[src/tspb_pkg.sv]
package tspb_pkg;

  localparam int unsigned TEMP_W  = 19;
  localparam int unsigned FREQ_W  = 5;
  localparam int unsigned DUTY_W  = 7;
  localparam int unsigned PHASE_W = 10;
  localparam int unsigned CFG_IW  = 3;
  localparam int unsigned LEVELS  = 4;

  // shared divider: dividend covers P * duty, divisor covers freq and 100
  localparam int unsigned DVD_W = PHASE_W + DUTY_W;
  localparam int unsigned DVS_W = DUTY_W;

  localparam logic [FREQ_W-1:0]  MAN_FREQ_LO = 5'd1;
  localparam logic [FREQ_W-1:0]  MAN_FREQ_HI = 5'd20;
  localparam logic [FREQ_W-1:0]  FREQ_RESET  = 5'd5;
  localparam logic [DUTY_W-1:0]  DUTY_FULL   = 7'd100;
  localparam logic [DVD_W-1:0]   PERIOD_BASE = 17'd1000;

  localparam logic [FREQ_W-1:0] LEVEL_FREQ [LEVELS] = '{5'd20, 5'd10, 5'd5, 5'd2};

  localparam logic signed [TEMP_W-1:0] THR_HIGH_RST = 19'sd45000;
  localparam logic signed [TEMP_W-1:0] THR_MID_RST  = 19'sd40000;
  localparam logic signed [TEMP_W-1:0] THR_LOW_RST  = 19'sd35000;
  localparam logic [DUTY_W-1:0]        DUTY_RST     = 7'd50;

  typedef enum logic [CFG_IW-1:0] {
    CFG_MODE     = 3'd0,
    CFG_MAN_FREQ = 3'd1,
    CFG_DUTY     = 3'd2,
    CFG_THR_HIGH = 3'd3,
    CFG_THR_MID  = 3'd4,
    CFG_THR_LOW  = 3'd5
  } cfg_idx_e;

  typedef enum logic {
    CMD_TICK   = 1'b0,
    CMD_SAMPLE = 1'b1
  } cmd_e;

  typedef enum logic [2:0] {
    ST_IDLE,
    ST_LOAD_P,
    ST_DIV_P,
    ST_LOAD_H,
    ST_DIV_H,
    ST_WB
  } state_e;

  typedef struct packed {
    logic             start;
    logic [DVD_W-1:0] dividend;
    logic [DVS_W-1:0] divisor;
  } div_req_t;

  typedef struct packed {
    logic             busy;
    logic             done;
    logic [DVD_W-1:0] quot;
  } div_rsp_t;

endpackage

[src/tspb_if.sv]
interface tspb_in_if import tspb_pkg::*; ();
  logic                     valid;
  logic                     ready;
  logic                     cmd;
  logic signed [TEMP_W-1:0] temp_milli;

  modport source (output valid, cmd, temp_milli, input ready);
  modport sink   (input valid, cmd, temp_milli, output ready);
endinterface

interface tspb_out_if import tspb_pkg::*; ();
  logic               valid;
  logic               ready;
  logic               led_level;
  logic [FREQ_W-1:0]  freq_in_use;
  logic [PHASE_W-1:0] phase_left;

  modport source (output valid, led_level, freq_in_use, phase_left, input ready);
  modport sink   (input valid, led_level, freq_in_use, phase_left, output ready);
endinterface

[src/thermal_stepped_pwm_blinker_core.sv]
// channel  dir  words                            handshake
// in_i     in   cmd (tick/sample), temp_milli    valid/ready
// out_o    out  led_level, freq_in_use,          valid/ready
//               phase_left
// cfg      in   cfg_we_i, cfg_idx_i, cfg_wdata_i write only, no stall
//
// A sample or a mid-phase tick is taken when ready is high, its word valid the next cycle.
// A phase-end tick holds the input through accept, two passes of the shared
// restoring divider (1000 / f, then P * duty / 100), then write-back.
// Reset (async, active low): default registers, pin low, phase count 0, auto 5 Hz.
// in_i.ready drops while a phase-end word is in flight or while the output
// register holds a word that is not taken; write-back waits on the same.
module thermal_stepped_pwm_blinker_core import tspb_pkg::*; (
  input  logic              clk_i,
  input  logic              rst_ni,
  tspb_in_if.sink           in_i,
  tspb_out_if.source        out_o,
  input  logic              cfg_we_i,
  input  logic [CFG_IW-1:0] cfg_idx_i,
  input  logic [TEMP_W-1:0] cfg_wdata_i
);

  // configuration
  logic                     mode_q;
  logic [FREQ_W-1:0]        manual_freq_q;
  logic [DUTY_W-1:0]        duty_q;
  logic signed [TEMP_W-1:0] thr_high_q, thr_mid_q, thr_low_q;

  // block state
  state_e             state_q, state_d;
  logic               pin_q, pin_d;
  logic [PHASE_W-1:0] count_q, count_d;
  logic [FREQ_W-1:0]  auto_freq_q, auto_freq_d;
  logic [PHASE_W-1:0] p_q, p_d;
  logic [PHASE_W-1:0] h_q, h_d;
  logic [DVD_W-1:0]   prod_q, prod_d;

  // output register
  logic               out_valid_q, out_valid_d;
  logic               out_led_q, out_led_d;
  logic [FREQ_W-1:0]  out_freq_q, out_freq_d;
  logic [PHASE_W-1:0] out_phase_q, out_phase_d;

  logic               slot_free;
  logic               accept;
  logic               commit;
  logic [FREQ_W-1:0]  freq_now, freq_pick;
  logic [DUTY_W-1:0]  duty_sat;
  logic [PHASE_W-1:0] lo_len;
  div_req_t           div_req;
  div_rsp_t           div_rsp;

  tspb_freq_sel u_freq_sel (
    .mode_i        (mode_q),
    .manual_freq_i (manual_freq_q),
    .auto_freq_i   (auto_freq_q),
    .duty_i        (duty_q),
    .temp_i        (in_i.temp_milli),
    .thr_high_i    (thr_high_q),
    .thr_mid_i     (thr_mid_q),
    .thr_low_i     (thr_low_q),
    .freq_now_o    (freq_now),
    .freq_pick_o   (freq_pick),
    .duty_sat_o    (duty_sat)
  );

  tspb_div u_div (
    .clk_i  (clk_i),
    .rst_ni (rst_ni),
    .req_i  (div_req),
    .rsp_o  (div_rsp)
  );

  assign slot_free  = !out_valid_q || out_o.ready;
  assign in_i.ready = (state_q == ST_IDLE) && slot_free;
  assign accept     = in_i.valid && in_i.ready;
  assign commit     = (state_q == ST_WB) && slot_free;
  assign lo_len     = p_q - h_q;

  // next state
  always_comb begin
    state_d = state_q;
    case (state_q)
      ST_IDLE: begin
        if (accept && in_i.cmd == CMD_TICK && count_q <= PHASE_W'(1)) begin
          state_d = ST_LOAD_P;
        end
      end
      ST_LOAD_P: state_d = ST_DIV_P;
      ST_DIV_P: begin
        if (div_rsp.done) begin
          state_d = ST_LOAD_H;
        end
      end
      ST_LOAD_H: state_d = ST_DIV_H;
      ST_DIV_H: begin
        if (div_rsp.done) begin
          state_d = ST_WB;
        end
      end
      ST_WB: begin
        if (commit) begin
          state_d = ST_IDLE;
        end
      end
      default: state_d = ST_IDLE;
    endcase
  end

  // datapath and outputs
  always_comb begin
    div_req     = '0;
    pin_d       = pin_q;
    count_d     = count_q;
    auto_freq_d = auto_freq_q;
    p_d         = p_q;
    h_d         = h_q;
    prod_d      = prod_q;
    out_valid_d = out_valid_q && !out_o.ready;
    out_led_d   = out_led_q;
    out_freq_d  = out_freq_q;
    out_phase_d = out_phase_q;
    case (state_q)
      ST_IDLE: begin
        if (accept) begin
          if (in_i.cmd == CMD_SAMPLE) begin
            out_valid_d = 1'b1;
            out_led_d   = pin_q;
            out_phase_d = count_q;
            if (!mode_q) begin
              auto_freq_d = freq_pick;
              out_freq_d  = freq_pick;
            end else begin
              out_freq_d = freq_now;
            end
          end else if (count_q > PHASE_W'(1)) begin
            count_d     = count_q - 1'b1;
            out_valid_d = 1'b1;
            out_led_d   = pin_q;
            out_freq_d  = freq_now;
            out_phase_d = count_q - 1'b1;
          end
        end
      end
      ST_LOAD_P: begin
        div_req.start    = 1'b1;
        div_req.dividend = PERIOD_BASE;
        div_req.divisor  = DVS_W'(freq_now);
      end
      ST_DIV_P: begin
        if (div_rsp.done) begin
          p_d    = div_rsp.quot[PHASE_W-1:0];
          prod_d = DVD_W'(div_rsp.quot[PHASE_W-1:0]) * DVD_W'(duty_sat);
        end
      end
      ST_LOAD_H: begin
        div_req.start    = 1'b1;
        div_req.dividend = prod_q;
        div_req.divisor  = DUTY_FULL;
      end
      ST_DIV_H: begin
        if (div_rsp.done) begin
          h_d = div_rsp.quot[PHASE_W-1:0];
        end
      end
      ST_WB: begin
        if (commit) begin
          // toggle; a zero-length phase is skipped by toggling back
          if (!pin_q) begin
            pin_d   = (h_q != '0);
            count_d = (h_q != '0) ? h_q : lo_len;
          end else begin
            pin_d   = (lo_len == '0);
            count_d = (lo_len != '0) ? lo_len : h_q;
          end
          out_valid_d = 1'b1;
          out_led_d   = pin_d;
          out_freq_d  = freq_now;
          out_phase_d = count_d;
        end
      end
      default: ;
    endcase
  end

  always_ff @(posedge clk_i or negedge rst_ni) begin
    if (!rst_ni) begin
      state_q     <= ST_IDLE;
      pin_q       <= 1'b0;
      count_q     <= '0;
      auto_freq_q <= FREQ_RESET;
      out_valid_q <= 1'b0;
    end else begin
      state_q     <= state_d;
      pin_q       <= pin_d;
      count_q     <= count_d;
      auto_freq_q <= auto_freq_d;
      out_valid_q <= out_valid_d;
    end
  end

  always_ff @(posedge clk_i) begin
    p_q         <= p_d;
    h_q         <= h_d;
    prod_q      <= prod_d;
    out_led_q   <= out_led_d;
    out_freq_q  <= out_freq_d;
    out_phase_q <= out_phase_d;
  end

  always_ff @(posedge clk_i or negedge rst_ni) begin
    if (!rst_ni) begin
      mode_q        <= 1'b0;
      manual_freq_q <= FREQ_RESET;
      duty_q        <= DUTY_RST;
      thr_high_q    <= THR_HIGH_RST;
      thr_mid_q     <= THR_MID_RST;
      thr_low_q     <= THR_LOW_RST;
    end else if (cfg_we_i) begin
      case (cfg_idx_i)
        CFG_MODE:     mode_q        <= cfg_wdata_i[0];
        CFG_MAN_FREQ: manual_freq_q <= cfg_wdata_i[FREQ_W-1:0];
        CFG_DUTY:     duty_q        <= cfg_wdata_i[DUTY_W-1:0];
        CFG_THR_HIGH: thr_high_q    <= cfg_wdata_i;
        CFG_THR_MID:  thr_mid_q     <= cfg_wdata_i;
        CFG_THR_LOW:  thr_low_q     <= cfg_wdata_i;
        default: ;
      endcase
    end
  end

  assign out_o.valid       = out_valid_q;
  assign out_o.led_level   = out_led_q;
  assign out_o.freq_in_use = out_freq_q;
  assign out_o.phase_left  = out_phase_q;

`ifndef SYNTH
  a_count_range: assert property (@(posedge clk_i) disable iff (!rst_ni)
    count_q <= PHASE_W'(1000))
    else $error("phase count above one period");

  a_wb_nonzero: assert property (@(posedge clk_i) disable iff (!rst_ni)
    commit |=> count_q != '0)
    else $error("phase end loaded a zero length");

  a_div_done_state: assert property (@(posedge clk_i) disable iff (!rst_ni)
    div_rsp.done |-> (state_q == ST_DIV_P || state_q == ST_DIV_H))
    else $error("divider finished outside a divide state");

  a_no_accept_busy: assert property (@(posedge clk_i) disable iff (!rst_ni)
    div_rsp.busy |-> !in_i.ready)
    else $error("input ready while divider busy");
`endif

endmodule

[src/tspb_div.sv]
module tspb_div import tspb_pkg::*; (
  input  logic     clk_i,
  input  logic     rst_ni,
  input  div_req_t req_i,
  output div_rsp_t rsp_o
);

  localparam int unsigned CNT_W = $clog2(DVD_W);
  localparam logic [CNT_W-1:0] LAST = CNT_W'(DVD_W - 1);

  logic             busy_q, busy_d;
  logic             done_q, done_d;
  logic [CNT_W-1:0] cnt_q, cnt_d;
  logic [DVD_W-1:0] dvd_q, dvd_d;
  logic [DVS_W-1:0] rem_q, rem_d;
  logic [DVS_W-1:0] dvs_q, dvs_d;
  logic [DVS_W:0]   shifted;
  logic [DVS_W:0]   diff;
  logic             ge;

  // one restoring step per cycle; quotient bits shift in at the bottom
  always_comb begin
    shifted = {rem_q, dvd_q[DVD_W-1]};
    diff    = shifted - {1'b0, dvs_q};
    ge      = shifted >= {1'b0, dvs_q};
  end

  always_comb begin
    busy_d = busy_q;
    done_d = 1'b0;
    cnt_d  = cnt_q;
    dvd_d  = dvd_q;
    rem_d  = rem_q;
    dvs_d  = dvs_q;
    if (req_i.start) begin
      busy_d = 1'b1;
      cnt_d  = '0;
      dvd_d  = req_i.dividend;
      rem_d  = '0;
      dvs_d  = req_i.divisor;
    end else if (busy_q) begin
      dvd_d = {dvd_q[DVD_W-2:0], ge};
      rem_d = ge ? diff[DVS_W-1:0] : shifted[DVS_W-1:0];
      cnt_d = cnt_q + 1'b1;
      if (cnt_q == LAST) begin
        busy_d = 1'b0;
        done_d = 1'b1;
      end
    end
  end

  always_ff @(posedge clk_i or negedge rst_ni) begin
    if (!rst_ni) begin
      busy_q <= 1'b0;
      done_q <= 1'b0;
      cnt_q  <= '0;
    end else begin
      busy_q <= busy_d;
      done_q <= done_d;
      cnt_q  <= cnt_d;
    end
  end

  always_ff @(posedge clk_i) begin
    dvd_q <= dvd_d;
    rem_q <= rem_d;
    dvs_q <= dvs_d;
  end

  assign rsp_o.busy = busy_q;
  assign rsp_o.done = done_q;
  assign rsp_o.quot = dvd_q;

endmodule

[src/tspb_freq_sel.sv]
module tspb_freq_sel import tspb_pkg::*; (
  input  logic                     mode_i,
  input  logic [FREQ_W-1:0]        manual_freq_i,
  input  logic [FREQ_W-1:0]        auto_freq_i,
  input  logic [DUTY_W-1:0]        duty_i,
  input  logic signed [TEMP_W-1:0] temp_i,
  input  logic signed [TEMP_W-1:0] thr_high_i,
  input  logic signed [TEMP_W-1:0] thr_mid_i,
  input  logic signed [TEMP_W-1:0] thr_low_i,
  output logic [FREQ_W-1:0]        freq_now_o,
  output logic [FREQ_W-1:0]        freq_pick_o,
  output logic [DUTY_W-1:0]        duty_sat_o
);

  always_comb begin
    if (mode_i) begin
      if (manual_freq_i < MAN_FREQ_LO) begin
        freq_now_o = MAN_FREQ_LO;
      end else if (manual_freq_i > MAN_FREQ_HI) begin
        freq_now_o = MAN_FREQ_HI;
      end else begin
        freq_now_o = manual_freq_i;
      end
    end else begin
      freq_now_o = (auto_freq_i < MAN_FREQ_LO) ? MAN_FREQ_LO : auto_freq_i;
    end
  end

  // thresholds checked top down, first hit wins even if unordered
  always_comb begin
    if (temp_i >= thr_high_i) begin
      freq_pick_o = LEVEL_FREQ[0];
    end else if (temp_i >= thr_mid_i) begin
      freq_pick_o = LEVEL_FREQ[1];
    end else if (temp_i >= thr_low_i) begin
      freq_pick_o = LEVEL_FREQ[2];
    end else begin
      freq_pick_o = LEVEL_FREQ[LEVELS-1];
    end
  end

  assign duty_sat_o = (duty_i > DUTY_FULL) ? DUTY_FULL : duty_i;

endmodule

[src/flat_wrapper.sv]
// flat-port wrapper written by rule: the top's interface ports become plain ports
module thermal_stepped_pwm_blinker_core_flat import tspb_pkg::*;
  (clk_i, rst_ni, cfg_we_i, cfg_idx_i, cfg_wdata_i, in_i_valid, in_i_cmd, in_i_temp_milli, in_i_ready, out_o_valid, out_o_led_level, out_o_freq_in_use, out_o_phase_left, out_o_ready);
  tspb_in_if in_i_i ();
  tspb_out_if out_o_i ();
  input  logic clk_i;
  input  logic rst_ni;
  input  logic cfg_we_i;
  input  logic [CFG_IW-1:0] cfg_idx_i;
  input  logic [TEMP_W-1:0] cfg_wdata_i;
  input wire logic [$bits(in_i_i.valid)-1:0] in_i_valid;
  input wire logic [$bits(in_i_i.cmd)-1:0] in_i_cmd;
  input wire logic [$bits(in_i_i.temp_milli)-1:0] in_i_temp_milli;
  output wire logic [$bits(in_i_i.ready)-1:0] in_i_ready;
  output wire logic [$bits(out_o_i.valid)-1:0] out_o_valid;
  output wire logic [$bits(out_o_i.led_level)-1:0] out_o_led_level;
  output wire logic [$bits(out_o_i.freq_in_use)-1:0] out_o_freq_in_use;
  output wire logic [$bits(out_o_i.phase_left)-1:0] out_o_phase_left;
  input wire logic [$bits(out_o_i.ready)-1:0] out_o_ready;
  assign in_i_i.valid = in_i_valid;
  assign in_i_i.cmd = in_i_cmd;
  assign in_i_i.temp_milli = in_i_temp_milli;
  assign in_i_ready = in_i_i.ready;
  assign out_o_valid = out_o_i.valid;
  assign out_o_led_level = out_o_i.led_level;
  assign out_o_freq_in_use = out_o_i.freq_in_use;
  assign out_o_phase_left = out_o_i.phase_left;
  assign out_o_i.ready = out_o_ready;
  thermal_stepped_pwm_blinker_core u_core (.clk_i(clk_i), .rst_ni(rst_ni), .in_i(in_i_i), .out_o(out_o_i), .cfg_we_i(cfg_we_i), .cfg_idx_i(cfg_idx_i), .cfg_wdata_i(cfg_wdata_i));
endmodule
[config.mk]
export PLATFORM = sky130hd
export DESIGN_NAME = thermal_stepped_pwm_blinker_core_flat
export DESIGN_NICKNAME = d
export VERILOG_FILES = /design/src/tspb_pkg.sv /design/src/tspb_if.sv /design/src/thermal_stepped_pwm_blinker_core.sv /design/src/tspb_div.sv /design/src/tspb_freq_sel.sv /design/src/flat_wrapper.sv
export SDC_FILE = /design/constraint.sdc
export NUM_CORES = 1
export LEC_CHECK = 0
export BUFFER_PORTS_ARGS = -buffer_cell sky130_fd_sc_hd__buf_2
export CAP_MARGIN = 20
export CELL_PAD_IN_SITES_DETAIL_PLACEMENT = 1
export CELL_PAD_IN_SITES_GLOBAL_PLACEMENT = 2
export CORE_MARGIN = 2
export CORE_UTILIZATION = 44
export DETAILED_ROUTE_END_ITERATION = 16
export PLACE_DENSITY_LB_ADDON = 0.25
export SLEW_MARGIN = 20
export SYNTH_ARGS = -nofsm -noshare
export SYNTH_HDL_FRONTEND = slang
export SYNTH_SLANG_ARGS = --single-unit
[constraint.sdc]
create_clock -name clk_i -period 10.15 [get_ports clk_i]
set_input_delay 1.015 -clock clk_i [delete_from_list [all_inputs] [get_ports clk_i]]
set_output_delay 1.015 -clock clk_i [all_outputs]
set_load 0.05 [all_outputs]
==> results.md <==
Detailed routing:
- Dividing the detail-routed wire length by the instance count gives between 15 and 20 um.
- Summed over all layers, the routed wires come to between 20000 and 30000 um.
- For this run, design rule violations remaining after detail routing come to 0.
- The via count normalized by instance count is between 5 and 6.
- The remaining antenna violation count is 0.
- The via count is approximately 8600.
- The detailed-routing iteration count for the pre-antenna-repair pass is 5.
- The detailed router finished its first iteration with 526 violations.

Job:
- Max-cap violations in this run came to 0.

Global routing:
- The total global routing overflow is 0.
- The initial antenna violation count is 0.
- The via count of the first global-routing pass was 8949.
- The first global-routing pass estimated a little under 50000 um of wire.
- The largest net degree at the start of global routing is around 60.
- The global routing usage summed across all routing layers is a little over a fifth.

Clocking:
- Clock-pin slew was measured on the worst setup and hold paths at around 0.08 ns.
- The master cell of the clock root buffer is sky130_fd_sc_hd__clkbuf_16.
- The CTS tree is done.
- The number of clock buffers inserted by TritonCTS is 17.
- CTS saw 180 sinks.
- The post-cts resize count is 0.
- Clock latency on the worst-skew pair, taken at its later pin, is about 0.44 ns.
- The longest clock path from root to sink contains 2 buffers.
- The setup fix buffers added after clock tree synthesis is 0.
- CTS built an H-tree with a depth of 4.
- After clock tree synthesis, the flow added hold-fix buffers numbering 0.

Timing:
- The peak clock frequency supported by timing is roughly 170 MHz.
- The post-route setup TNS is 0 ns.
- Setup slack closes at approximately 4.2 ns.
- Setup repair after global routing left no endpoint under its margin.
- The setup clock skew after layout is roughly 0.017 ns.
- Setup violations remaining at the end of the flow were counted as 0.
- The minimum clock period after layout is about 6.0 ns.
- The number of hold violations in the final report is 0.
- The share of the clock period used by the worst path after layout is about 60%.
- The worst pin sits at a relative slew slack of between 30% and 40%.
- The final number of max-transition violations is 0.
- For the pin with the worst max-slew slack, the measured transition is slightly below 1 ns.

Synthesis:
- The register area share after synthesis is 41.2%.
- The number of warnings issued by yosys is 0.
- sky130_fd_sc_hd__edfxtp_1 takes more of the synthesized area than any other cell.
- The number of distinct library cells after synthesis is 61.
- Sorting the synthesized cells by area gives the leading types as sky130_fd_sc_hd__edfxtp_1 (19%), sky130_fd_sc_hd__dfrtp_1 (15%), sky130_fd_sc_hd__ha_1 (12%).
- The cell count after synthesis came out at 1162.
- Counting flops and latches in the post-synthesis netlist gives 180.
- The most instantiated flip-flop cell in the synthesis netlist is sky130_fd_sc_hd__edfxtp_1.
- Of all flip-flops after synthesis, the portion carrying an async set or reset was a little over half.
- Synthesis produced a netlist with a net count of ~1400.
- The synthesized design contains 76 enable-type register cells.
- In the synthesized netlist, the cells that appear most often are sky130_fd_sc_hd__inv_1 (136), sky130_fd_sc_hd__ha_1 (112), sky130_fd_sc_hd__nand2_1 (103), sky130_fd_sc_hd__edfxtp_1 (76), sky130_fd_sc_hd__dfrtp_1 (70).
- The most numerous cell in the Yosys netlist is sky130_fd_sc_hd__inv_1.
- Of the post-synthesis cell area, the dominant cell type holds around a fifth.
- The synthesized netlist occupies a cell area of 0.0119 mm2.
- The post-synthesis area per instance is a little over 10 um2.

Power and ir drop:
- The power per cell area is around 390 mW/mm2.
- The peak supply drop is a little under 0.7 mV.
- For this design the static power due to leakage is 6.06 nW.

Floorplanning:
- From bottom edge to top edge, the die measures 168 um.
- In this run the core area contains 60 standard-cell rows.
- The top-level port count is 65.
- The die width is between 150 and 200 um.
- The starting utilization of the core area is 44.4%.
- The die area is 0.0283 mm2.
- The core outline area is about 0.027 mm2.

Worst hold path:
- In this run the worst hold path is classified as reg -> reg.

Critical path:
- The critical path goes through nand2_1 -> a21oi_1 -> or2_2 -> and2_1 -> fa_1 -> fa_1 -> fa_1 -> inv_1 -> fa_1 -> inv_1 -> ha_1 -> a21o_1 -> a31o_2 -> a41o_1 -> o41ai_1 -> o21bai_1 -> a21oi_1 -> xnor2_1.
- The critical path is of the reg -> reg type.
- The endpoint required time on the critical path is 10.34 ns.
- The data arrival time at the worst-slack endpoint is between 6 and 7 ns.
- In this design, the stage delay of the slowest critical-path cell is between 0.6 and 0.7 ns.
- The startpoint kind of the worst setup timing path is a register.
- In this design, the largest share of critical-path delay is due to adder cells.
- The critical path contains buffers and inverters numbering 2 combined.
- The slowest stage of the critical path belongs to the cell sky130_fd_sc_hd__dfstp_2.
- By instance count, the cell type seen most on the critical path is sky130_fd_sc_hd__fa_1.
- STA classifies the critical path endpoint as a register.
- Along the worst path, the maximum fanout reaches 20.

Placed design:
- Routability-driven placement finished with a final weighted congestion of between 0.7 and 0.8.
- Buffers placed on the I/O ports in this run total 64.
- Before CTS, the worst setup slack after placement is 4.24 ns.
- The number of placed instances with taps included is about 1500.
- The placed wire-length estimate is about 22000 um.

Final layout:
- The number of inserted diodes is 0.
- The area of the multi-input gates is 0.00634 mm2.
- At the end of the flow, the number of nets in the layout was ~1400.
- The ratio of cells with drive above 1 in the final layout is 16.5%.
- The count of fill cells added during filler insertion is between 2000 and 3000.
- The post-layout instance count excluding filler cells is between 1500 and 2000.
- Compared with the post-synthesis result, the final layout area differs by 10.9%.
- The combined flip-flop and latch cell area is about 0.0049 mm2.

Run status:
- The run finished with clean final reports.
[where the power goes]
group          leakage, nW  switching [mW]  total [mW]  internal, mW
sequential            1.91           0.227        1.40          1.18
clock                0.290           0.317       0.687         0.370
combinational         3.86            1.73        3.01          1.28
total                 6.06            2.27        5.10          2.83
[stage by stage]
step           utilization (%)  area, um2  hold WS [ns]  total power [mW]
2_1_floorplan                -      11900         0.450              3.71
3_3_place_gp              47.0      12600         0.470              4.33
3_5_place_dp              47.0      12600         0.474              4.44
4_1_cts                   49.2      13200         0.487              5.18
5_1_grt                   49.2      13200         0.519              5.62
6_report                  49.2      13200         0.489              5.10
[worst register-to-register path, cell delays in order (launching register included)]
cell and delay (ns):
sky130_fd_sc_hd__dfstp_2 0.64, sky130_fd_sc_hd__nand2_1 0.35, sky130_fd_sc_hd__a21oi_1 0.32, sky130_fd_sc_hd__or2_2 0.26, sky130_fd_sc_hd__and2_1 0.19, sky130_fd_sc_hd__fa_1 0.44, sky130_fd_sc_hd__fa_1 0.47, sky130_fd_sc_hd__fa_1 0.54
sky130_fd_sc_hd__inv_1 0.05, sky130_fd_sc_hd__fa_1 0.53, sky130_fd_sc_hd__inv_1 0.04, sky130_fd_sc_hd__ha_1 0.35, sky130_fd_sc_hd__a21o_1 0.21, sky130_fd_sc_hd__a31o_2 0.23, sky130_fd_sc_hd__a41o_1 0.27, sky130_fd_sc_hd__o41ai_1 0.39
sky130_fd_sc_hd__o21bai_1 0.11, sky130_fd_sc_hd__a21oi_1 0.21, sky130_fd_sc_hd__xnor2_1 0.09
[registers in the layout, indices dropped and copies added, names as in the netlist, 6 cells and up]
signal,cells
u_core.prod_q,17
u_core.u_div.dvd_q,17
u_core.h_q,10
u_core.thr_low_q,19
u_core.p_q,10
u_core.u_div.rem_q,7
u_core.thr_high_q,19
u_core.count_q,10
u_core.u_div.dvs_q,6
u_core.thr_mid_q,19
u_core.duty_q,7
u_core.out_o.phase_left,10
[cell usage in the layout, fill, tap and decap left out, types with 9 or more instances in the layout]
cell type | Yosys | final
sky130_fd_sc_hd__a211oi_1 | 9 | 9
sky130_fd_sc_hd__a21o_1 | 19 | 19
sky130_fd_sc_hd__a21oi_1 | 58 | 58
sky130_fd_sc_hd__and2_1 | 42 | 42
sky130_fd_sc_hd__and3_1 | 21 | 21
sky130_fd_sc_hd__buf_2 | 0 | 63
sky130_fd_sc_hd__buf_4 | 0 | 11
sky130_fd_sc_hd__clkbuf_16 | 0 | 18
sky130_fd_sc_hd__dfrtp_1 | 70 | 69
sky130_fd_sc_hd__dfstp_2 | 27 | 27
sky130_fd_sc_hd__edfxtp_1 | 76 | 76
sky130_fd_sc_hd__fa_1 | 41 | 41
sky130_fd_sc_hd__ha_1 | 112 | 112
sky130_fd_sc_hd__inv_1 | 136 | 136
sky130_fd_sc_hd__mux2_2 | 56 | 56
sky130_fd_sc_hd__mux2i_1 | 10 | 10
sky130_fd_sc_hd__nand2_1 | 103 | 103
sky130_fd_sc_hd__nand2b_1 | 14 | 14
sky130_fd_sc_hd__nand3_1 | 17 | 17
sky130_fd_sc_hd__nand4_1 | 13 | 13
sky130_fd_sc_hd__nor2_1 | 63 | 63
sky130_fd_sc_hd__nor2b_1 | 11 | 11
sky130_fd_sc_hd__nor3_1 | 19 | 19
sky130_fd_sc_hd__o21a_1 | 11 | 11
sky130_fd_sc_hd__o21ai_0 | 55 | 54
sky130_fd_sc_hd__o21ai_1 | 10 | 11
sky130_fd_sc_hd__xnor2_1 | 22 | 22
sky130_fd_sc_hd__xor2_1 | 15 | 15
[path summary, 6_finish.rpt]
check,start,to,slack [ns],cells past startpoint
setup / recovery,u_core.duty_q[5],u_core.prod_q[15],4.19,18
min in group asynchronous,rst_ni,u_core.thr_high_q[5],0.64,1
hold / removal,u_core.u_div.rem_q[6],u_core.u_div.rem_q[6],0.49,2
max in group asynchronous,rst_ni,u_core.auto_freq_q[0],8.41,2
setup reg to reg,u_core.duty_q[5],u_core.prod_q[15],4.19,18
hold reg to reg,u_core.u_div.rem_q[6],u_core.u_div.rem_q[6],0.49,2
[cell type report]
type	count	share of cell area, %
tap	341	3.24
timing repair buffer	74	3.02
clock buffer	20	3.56
sequential	180	37.1
clock inverter	12	0.999
multi-input combinational	806	48.2
inverter	136	3.88
[logic make-up (layout without fill, tap and decap cells)]
| group | after synthesis | after routing | share of synthesized area [%] |
|---|---|---|---|
| mux | 66 | 66 | 6.16 |
| fa+ha+maj | 153 | 153 | 18.7 |
| xor+xnor | 37 | 37 | 2.73 |
| compound gates | 217 | 217 | 11.6 |
| flops | 180 | 180 | 41.2 |
| simple gates | 333 | 333 | 14.0 |
| buf+inv | 176 | 242 | 5.57 |
[per-layer routing]
metal | track usage, % | vias to the layer above | wire length, um
met5 | 0 | - | 0
met4 | 3.90 | 0 | 206
met2 | 36.6 | 84 | 14000
li1 | - | 4135 | -
met3 | 3.01 | 16 | 540
met1 | 29.5 | 4383 | 13800
Note: power is estimated with default switching activity, not from simulation.
